<file path="config.mk">
export PLATFORM = sky130hd
export DESIGN_NAME = frnpl_sq_unit
export DESIGN_NICKNAME = d
export VERILOG_FILES = /design/src/hdl/frnpl_sq_unit.sv
export SDC_FILE = /design/constraint.sdc
export NUM_CORES = 1
export LEC_CHECK = 0
export BUFFER_PORTS_ARGS = -buffer_cell sky130_fd_sc_hd__buf_4
export CORE_MARGIN = 3
export CORE_UTILIZATION = 69
export CTS_CLUSTER_SIZE = 14
export DETAILED_ROUTE_END_ITERATION = 10
export GPL_TIMING_DRIVEN = 0
export MAX_ROUTING_LAYER = met4
export PLACE_DENSITY = 0.9
export SYNTH_ARGS = -nofsm -noshare
export SYNTH_HDL_FRONTEND = slang
export SYNTH_SLANG_ARGS = --single-unit
</file>
<file path="constraint.sdc">
create_clock -name clk -period 18.8 [get_ports clk]
set_clock_uncertainty 0.05 [all_clocks]
set_input_delay 1.88 -clock clk [delete_from_list [all_inputs] [get_ports clk]]
set_output_delay 1.88 -clock clk [all_outputs]
set_load 0.03 [all_outputs]
</file>
<file path="src/hdl/frnpl_sq_unit.sv">
// shared unit: registered square of the difference of two signed words
module frnpl_sq_unit (
    input  logic               clk,
    input  logic signed [15:0] a,
    input  logic signed [15:0] b,
    output logic        [31:0] sq_reg
);
    logic signed [16:0] diff;
    logic        [16:0] neg_diff;
    logic        [15:0] mag;
    logic        [31:0] sq_next;

    assign diff     = {a[15], a} - {b[15], b};
    assign neg_diff = 17'(-diff);
    assign mag      = diff[16] ? neg_diff[15:0] : diff[15:0];
    assign sq_next  = 32'(mag) * 32'(mag);

    always_ff @(posedge clk)
    begin
        sq_reg <= sq_next;
    end
endmodule

</file>
==> summary.txt, run 1 <==
Hold path
  – Tightest Hold Check Type: in -> reg
  – Hold path depth: 3
  – Hold_sp: b[0]

Timing
  – Final min period: 12.22 ns
  – Unrepaired setup endpoints after global routing: no
  – Slew @ Worst Pin: 1.24 ns
  – Setup TNS Final: 0 ns
  – Slew Limit Fails: 0
  – Crit share post-route: 65.0%
  – Max Clock Freq: 0.0818 GHz
  – Setup violators final: 0
  – Final hold vios: 0
  – Max_slew headroom: 17.1%

Worst setup path
  – Worst Setup SP: a[0]
  – Crit-path max FO: 10
  – Arrival @ worst endpoint: 12.35 ns
  – Crit path required time: 18.93 ns
  – Slowest cell on crit path: xor2_1
  – CP Capture Type: register
  – Stages on worst setup path: 33
  – CP max stage delay: 0.96 ns
  – CP Launch Type: input pin
  – Most used cell, CP: fa_1
  – WS Path Type: in -> reg
  – CP bufs+invs: 5
  – Top delay family on crit path: adder cells

Synthesis
  – Most used flip-flop cell after synthesis: dfxtp_1
  – Post-synthesis sequential area ratio: 6.88%
  – Mapped Avg Cell Area: 8.75 um^2
  – Post-synthesis net count: 1342
  – Post-synth EDFFs: 0
  – Synth async-reset ratio: 0%
  – Cells after synthesis: 1032
  – Register bit count reported by yosys: 31
  – Post-Syn Area: 9030 um^2
  – Library cells used by synthesis: 65
  – Yosys warnings: 0

Global routing
  – Initial antenna violation count: 0
  – Vias in the first global route: 7740
  – First-pass GRT wire length: 35.6 mm
  – Gr usage total: 31.5%
  – Largest net degree at the start of global routing: 11
  – Grt total ovfl: 0

Finish
  – Area growth syn-to-layout: 9.55%
  – Layout cells sized above 1: 9.43%
  – Most frequent cells in the layout: inv_1 (264), fa_1 (167), ha_1 (110)
  – Antenna diodes: 0
  – Register area: 621 um^2
  – # fillers: 866
  – Area used by multi-input combinational logic: 7280 um^2
  – Number of flip-flops in the largest register: 31
  – Final Net Count: 1412
  – Most common cell after layout, fill and taps aside: inv_1

Clocking
  – CTS clock-pin slew for the worst setup and hold paths: 0.05 ns
  – Sink Count: 31
  – Root Driver: clkbuf_16
  – Post-CTS Setup Inserts: 0
  – Post_cts resized: 0
  – H-tree depth: 2
  – CTS Hold Bufs: 0
  – Clock Tree Buf Depth: 2
  – TritonCTS clock tree: done
  – TritonCTS Buffers: 5

Die
  – Starting Density: 70.9%
  – Core area: 12700 um^2
  – Std cell rows: 41
  – I/O pins: 65
  – Die area: 14500 um^2
  – Die height: 120 um
  – Die Wd: 120 um

Route
  – 1st-iter DRT viols: 425
  – DR vias: 7155
  – Total Routed Length: 20.5 mm
  – DRC: 0
  – WL/cell: 16.1 um
  – Vias/cell: 5.61
  – Antenna violation net count after detailed routing: 0
  – Detailed Routing Iterations Pass 1: 5

Run
  – Max cap viols: 0

Run status
  – Outcome: finished clean

Place
  – GP Congestion: 0.966
  – Dpl hpwl: 16.6 mm
  – Port Buffers: 63
==> cell type report <==
type                    instances  area share (%)
plain buffers                  22           0.987
clock buffers                   6            1.40
clock inverters                 2           0.354
inverters                     274            10.4
multi-input cells             705            73.6
flip-flops and latches         31            6.28
well taps                     172            2.18
repair buffers                 63            4.78
==> per-layer routing <==
| layer | part of all wire, % | global-route usage (%) |
|---|---|---|
| met3 | 6.5 | 4.54 |
| met2 | 51 | 54.1 |
| met5 | 0 | - |
| met4 | 4.7 | 13.9 |
| met1 | 38 | 37.0 |
==> synthesized netlist by cell type (5+ instances only) <==
| cell | number | area [um^2] |
|---|---|---|
| o21a_1 | 9 | 67.6 |
| inv_1 | 264 | 991 |
| clkbuf_1 | 15 | 56.3 |
| a21oi_1 | 41 | 205 |
| a21o_1 | 18 | 135 |
| dfxtp_1 | 31 | 621 |
| o21ai_0 | 16 | 80.1 |
| inv_2 | 6 | 22.5 |
| nand3_1 | 11 | 55.1 |
| and2_1 | 5 | 31.3 |
| o21bai_1 | 8 | 60.1 |
| fa_1 | 167 | 3340 |
| nand2_1 | 77 | 289 |
| xor2_1 | 19 | 166 |
| xnor2_1 | 32 | 280 |
| nor2b_1 | 8 | 50.1 |
| nand2b_1 | 7 | 43.8 |
| or3_1 | 7 | 43.8 |
| nor2_1 | 81 | 304 |
| ha_1 | 110 | 1380 |
| and3_1 | 9 | 56.3 |
| nor3_1 | 16 | 80.1 |
==> final timing paths <==
| path | slack [ns] | end |
|---|---|---|
| worst min-delay path | 2.18 | sq_reg[0]$_DFF_P_ |
| worst max-delay path | 6.58 | sq_reg[31]$_DFF_P_ |
==> cells by family after synthesis <==
| group | share of synthesized area [%] |
|---|---|
| flops | 6.88 |
| mux | 0.347 |
| other cells | 0.0415 |
| fa+ha+maj | 52.3 |
| compound gates | 9.52 |
| buf+inv | 12.5 |
| simple gates | 12.0 |
| xor+xnor | 6.46 |
==> tightest hold or removal path, stage by stage <==
cell and delay (ns):
buf_4 0.08, ha_1 0.27, inv_1 0.20
==> through the flow <==
step / cell area, um^2 / setup slack (ns) / utilization (%) / instances / hold slack [ns]
after floorplan: 9030 / 8.06 / - / 1032 / 2.20
after global placement: 9710 / 6.65 / 76.4 / 1267 / 2.26
after detailed placement: 9710 / 6.43 / 76.4 / 1267 / 2.26
after CTS: 9890 / 6.74 / 77.7 / 1275 / 2.17
after global routing: 9890 / 6.14 / 77.7 / 1275 / 2.22
final: 9890 / 6.58 / 77.7 / 1275 / 2.18
Power of run 1 is left out: the tool's default activity adds up to more than one toggle a clock period on the data nets, which glitch-free logic cannot reach.
==> run 2: changes to the inputs <==
- CORE_UTILIZATION: 69 -> 64
- PLACE_DENSITY: 0.9 -> 0.84
- clock period: 18.8 -> 12.25 ns (I/O delays scaled with it)
==> run 2 against run 1 <==
Effect of this change: flip-flop and latch count did not move; count of clock-buffer cells in the layout rose by 1; final cell count rose by 0.31%; sequential share of layout area barely moved; first-iteration DRC count fell by 12%; die area rose by 7.4%; global-route usage fell by 4.5 points; hold slack got worse by 0.66 ns; critical path type unchanged.
==> summary.txt, run 2 (synthesized netlist as in run 1, its figures left out) <==
Finish
  – Layout cells sized above 1: 9.25% (-0.18 points)
  – # fillers: 1009 (+17%)
  – Final Net Count: 1412 (unchanged)
  – Most common cell after layout, fill and taps aside: inv_1
  – Antenna diodes: 0 (unchanged)
  – Number of flip-flops in the largest register: 31 (unchanged)
  – Area used by multi-input combinational logic: 7280 um^2 (unchanged)
  – Register area: 621 um^2 (unchanged)
  – Most frequent cells in the layout: inv_1 (264), fa_1 (167), ha_1 (110)
  – Area growth syn-to-layout: 9.20%

Route
  – DRC: 0 (unchanged)
  – WL/cell: 14.9 um (-7.1%)
  – Met1 wire length: 7.52 mm (-2.6%)
  – Detailed Routing Iterations Pass 1: 5 (unchanged)
  – Top Metal Used: met4
  – Antenna violation net count after detailed routing: 0 (unchanged)
  – Vias/cell: 5.47 (-2.6%)
  – Total Routed Length: 19.1 mm (-6.8%)
  – Metal2 WL: 9.86 mm (-6.0%)
  – 1st-iter DRT viols: 375 (-12%)
  – WL met3: 1.12 mm (-17%)
  – DR vias: 6991 (-2.3%)

Timing
  – Final hold vios: 0 (unchanged)
  – Final min period: 11.49 ns
  – Max_slew headroom: 20.5% (+3.4 points)
  – Slew @ Worst Pin: 1.18 ns (-0.0554 ns)
  – Crit share post-route: 93.8%
  – Slew Limit Fails: 0 (unchanged)
  – Setup violators final: 0 (unchanged)
  – Max Clock Freq: 0.0870 GHz
  – Hold WS: 1.53 ns (-0.656 ns)
  – Setup TNS Final: 0 ns (unchanged)
  – Unrepaired setup endpoints after global routing: no

Global routing
  – Initial antenna violation count: 0 (unchanged)
  – Vias in the first global route: 7510 (-3.0%)
  – Gr usage total: 27.0% (-4.5 points)
  – Grt total ovfl: 0 (unchanged)
  – Largest net degree at the start of global routing: 11 (unchanged)
  – First-pass GRT wire length: 33.6 mm (-5.5%)

Clocking
  – TritonCTS Buffers: 5 (unchanged)
  – Post-CTS Setup Inserts: 0 (unchanged)
  – Clock Tree Buf Depth: 2 (unchanged)
  – TritonCTS clock tree: done
  – Root Driver: clkbuf_16
  – CTS Hold Bufs: 0 (unchanged)
  – Post_cts resized: 0 (unchanged)
  – CTS clock-pin slew for the worst setup and hold paths: 0.06 ns (about the same)
  – Sink Count: 31 (unchanged)
  – H-tree depth: 2 (unchanged)

Place
  – Port Buffers: 63 (unchanged)
  – GP Congestion: 0.925 (-4.3%)
  – Dpl hpwl: 16.4 mm (-0.78%)

Die
  – Std cell rows: 42 (+2.4%)
  – Core area: 13500 um^2 (+6.2%)
  – I/O pins: 65 (unchanged)
  – Starting Density: 66.8% (-4.1 points)
  – Die height: 125 um (+3.6%)
  – Die Wd: 125 um (+3.6%)
  – Die area: 15600 um^2 (+7.4%)

Worst setup path
  – Crit path required time: 12.38 ns (-6.55 ns)
  – Arrival @ worst endpoint: 11.63 ns (-0.72 ns)
  – Crit-path max FO: 9 (-1)
  – Slowest cell on crit path: xnor2_1
  – CP Capture Type: register
  – Most used cell, CP: fa_1
  – CP max stage delay: 0.91 ns (-0.05 ns)
  – CP Launch Type: input pin
  – WS Path Type: in -> reg

Run
  – Max cap viols: 0 (unchanged)

Hold path
  – Tightest Hold Check Type: in -> reg

Run status
  – Outcome: finished clean
run 2: changes by cell type in the layout (fill, tap and decap cells not counted), sizes merged:
cell / before / now
bufinv: 1 / 0
clkbuf: 21 / 22
run 2: per-stage QoR:
| step | instances | util, % | setup WS (ns) | area (um^2) |
|---|---|---|---|---|
| 2_1_floorplan | 1032 | - | 2.17 | 9030 |
| 3_3_place_gp | 1271 | 72.0 | 0.708 | 9720 |
| 3_5_place_dp | 1271 | 72.0 | 0.658 | 9720 |
| 4_1_cts | 1279 | 73.0 | 0.846 | 9860 |
| 5_1_grt | 1279 | 73.0 | 0.310 | 9860 |
| 6_report | 1279 | 73.0 | 0.757 | 9860 |
run 2: cell type report:
class                           count  share of cell area [%]
Buffer                             22                   0.990
Clock buffer                        7                    1.35
Clock inverter                      1                  0.0508
Inverter                          274                    10.4
Multi-Input combinational cell    705                    73.9
Sequential cell                    31                    6.30
Tap cell                          176                    2.23
Timing Repair Buffer               63                    4.80
run 2: final timing paths:
check	start	to	depth (start not counted)
setup / recovery	a[0]	sq_reg[31]$_DFF_P_	36
hold / removal	b[0]	sq_reg[0]$_DFF_P_	3
run 2: per-layer routing:
layer	up-vias	GRT usage, %
met5	-	-
met4	0	9.35
met3	52	3.90
met2	231	46.9
met1	3403	32.1
li1	3305	-
run 2: critical path: cells and delay by family:
kind                       cells  cell delay (ns)
AOI/OAI and AO/OA             10             2.48
xor gates and xnor gates       2             1.30
adders and majority gates      9             3.98
buffers and inverters          8             1.07
and+or+nand+nor                7             1.57
Power of run 2 is left out for the same reason.
==> run 3: changes to the inputs <==
- CORE_ASPECT_RATIO: default -> 0.7
==> run 3 against run 2 <==
Effect of this change: critical path depth unchanged; sequential share of layout area about the same; global-route usage increased by 0.68 points; utilization increased by 0.23 points; flip-flop and latch count unchanged; critical endpoint unchanged; via count increased by 0.66%; final cell count increased by 0.70%; largest cell class unchanged; fmax increased by 0.79%.
==> summary.txt, run 3 (synthesized netlist as in run 1, its figures left out) <==
Run status
  – Outcome: finished clean

Hold path
  – Tightest Hold Check Type: in -> reg

Worst setup path
  – CP bufs+invs: 8 (unchanged)
  – Slowest cell on crit path: xnor2_1
  – Crit path required time: 12.38 ns (about the same)
  – Top delay family on crit path: adder cells
  – CP Capture Type: register
  – Arrival @ worst endpoint: 11.53 ns (-0.10 ns)
  – CP Launch Type: input pin
  – Crit-path max FO: 9 (unchanged)
  – WS Path Type: in -> reg
  – Most used cell, CP: fa_1
  – CP max stage delay: 0.86 ns (-0.05 ns)

Timing
  – Final hold vios: 0 (unchanged)
  – Max_slew headroom: 25.0% (+4.5 points)
  – Setup TNS Final: 0 ns (unchanged)
  – Slew Limit Fails: 0 (unchanged)
  – Crit share post-route: 93.1% (-0.73 points)
  – Setup violators final: 0 (unchanged)
  – Max Clock Freq: 0.0877 GHz (+0.79%)
  – Slew @ Worst Pin: 1.12 ns (-0.0672 ns)
  – Final min period: 11.40 ns (-0.0900 ns)
  – Unrepaired setup endpoints after global routing: no

Finish
  – Layout cells sized above 1: 9.43% (+0.18 points)
  – Final Net Count: 1412 (unchanged)
  – Number of flip-flops in the largest register: 31 (unchanged)
  – Antenna diodes: 0 (unchanged)
  – Area growth syn-to-layout: 9.41%
  – Most common cell after layout, fill and taps aside: inv_1
  – Most frequent cells in the layout: inv_1 (264), fa_1 (167), ha_1 (110)

Global routing
  – Vias in the first global route: 7170 (-4.5%)
  – Largest net degree at the start of global routing: 12 (+1)
  – Gr usage total: 27.6% (+0.68 points)
  – Initial antenna violation count: 0 (unchanged)
  – First-pass GRT wire length: 34.3 mm (+1.9%)
  – Grt total ovfl: 0 (unchanged)

Place
  – GP Congestion: 0.959 (+3.7%)
  – Port Buffers: 63 (unchanged)
  – Dpl hpwl: 16.5 mm (+0.20%)

Die
  – I/O pins: 65 (unchanged)
  – Die area: 15600 um^2 (+0.15%)
  – Std cell rows: 35 (-17%)
  – Starting Density: 66.9% (+0.087 points)
  – Core area: 13500 um^2 (-0.13%)
  – Die height: 105 um (-16%)
  – Die Wd: 148 um (+19%)

Route
  – Detailed Routing Iterations Pass 1: 7 (+2)
  – Total Routed Length: 19.5 mm (+2.2%)
  – Antenna violation net count after detailed routing: 0 (unchanged)
  – Vias/cell: 5.46 (about the same)
  – DR vias: 7037 (+0.66%)
  – 1st-iter DRT viols: 518 (+38%)
  – DRC: 0 (unchanged)
  – WL/cell: 15.2 um (+1.5%)

Clocking
  – Root Driver: clkbuf_16
  – CTS Hold Bufs: 0 (unchanged)
  – TritonCTS clock tree: done
  – Clock Tree Buf Depth: 2 (unchanged)
  – Sink Count: 31 (unchanged)
  – Post_cts resized: 0 (unchanged)
  – TritonCTS Buffers: 5 (unchanged)
  – CTS clock-pin slew for the worst setup and hold paths: 0.06 ns (about the same)
  – Post-CTS Setup Inserts: 0 (unchanged)
  – H-tree depth: 2 (unchanged)

Run
  – Max cap viols: 0 (unchanged)
-- run 3: cell count changes in the layout (fill, tap and decap cells not counted), sizes merged --
cell / previous run / this run
clkbuf: 22 / 20
clkinvlp: 0 / 2
-- run 3: final timing paths --
kind,start,to,slack (ns),cells after the start
max,a[0],sq_reg[31]$_DFF_P_,0.85,36
min,b[0],sq_reg[0]$_DFF_P_,1.55,3
-- run 3: through the flow --
stage	hold WS (ns)	util (%)	worst slack, ns	cells	area, um^2
5_1_grt	1.60	73.2	0.403	1288	9880
2_1_floorplan	1.55	-	2.17	1032	9030
3_3_place_gp	1.60	72.1	0.833	1280	9730
6_report	1.55	73.2	0.847	1288	9880
4_1_cts	1.54	73.2	0.975	1288	9880
3_5_place_dp	1.60	72.1	0.682	1280	9730
-- run 3: area by class of cell --
type	instances	area, um^2
multi-input combinational	705	7280
fill	1059	3610
inverter	274	1030
sequential	31	621
timing repair buffer	63	473
tap	185	231
clock buffer	5	125
buffer	22	97.6
clock inverter	3	20.0
-- run 3: per-layer routing --
metal	track usage (%)	up-vias	share of wire [%]
li1	-	3297	-
met1	39.7	3424	45
met2	42.6	269	46
met3	4.17	47	7.4
met4	5.41	0	1.5
met5	-	-	0
Power of run 3 is left out for the same reason.
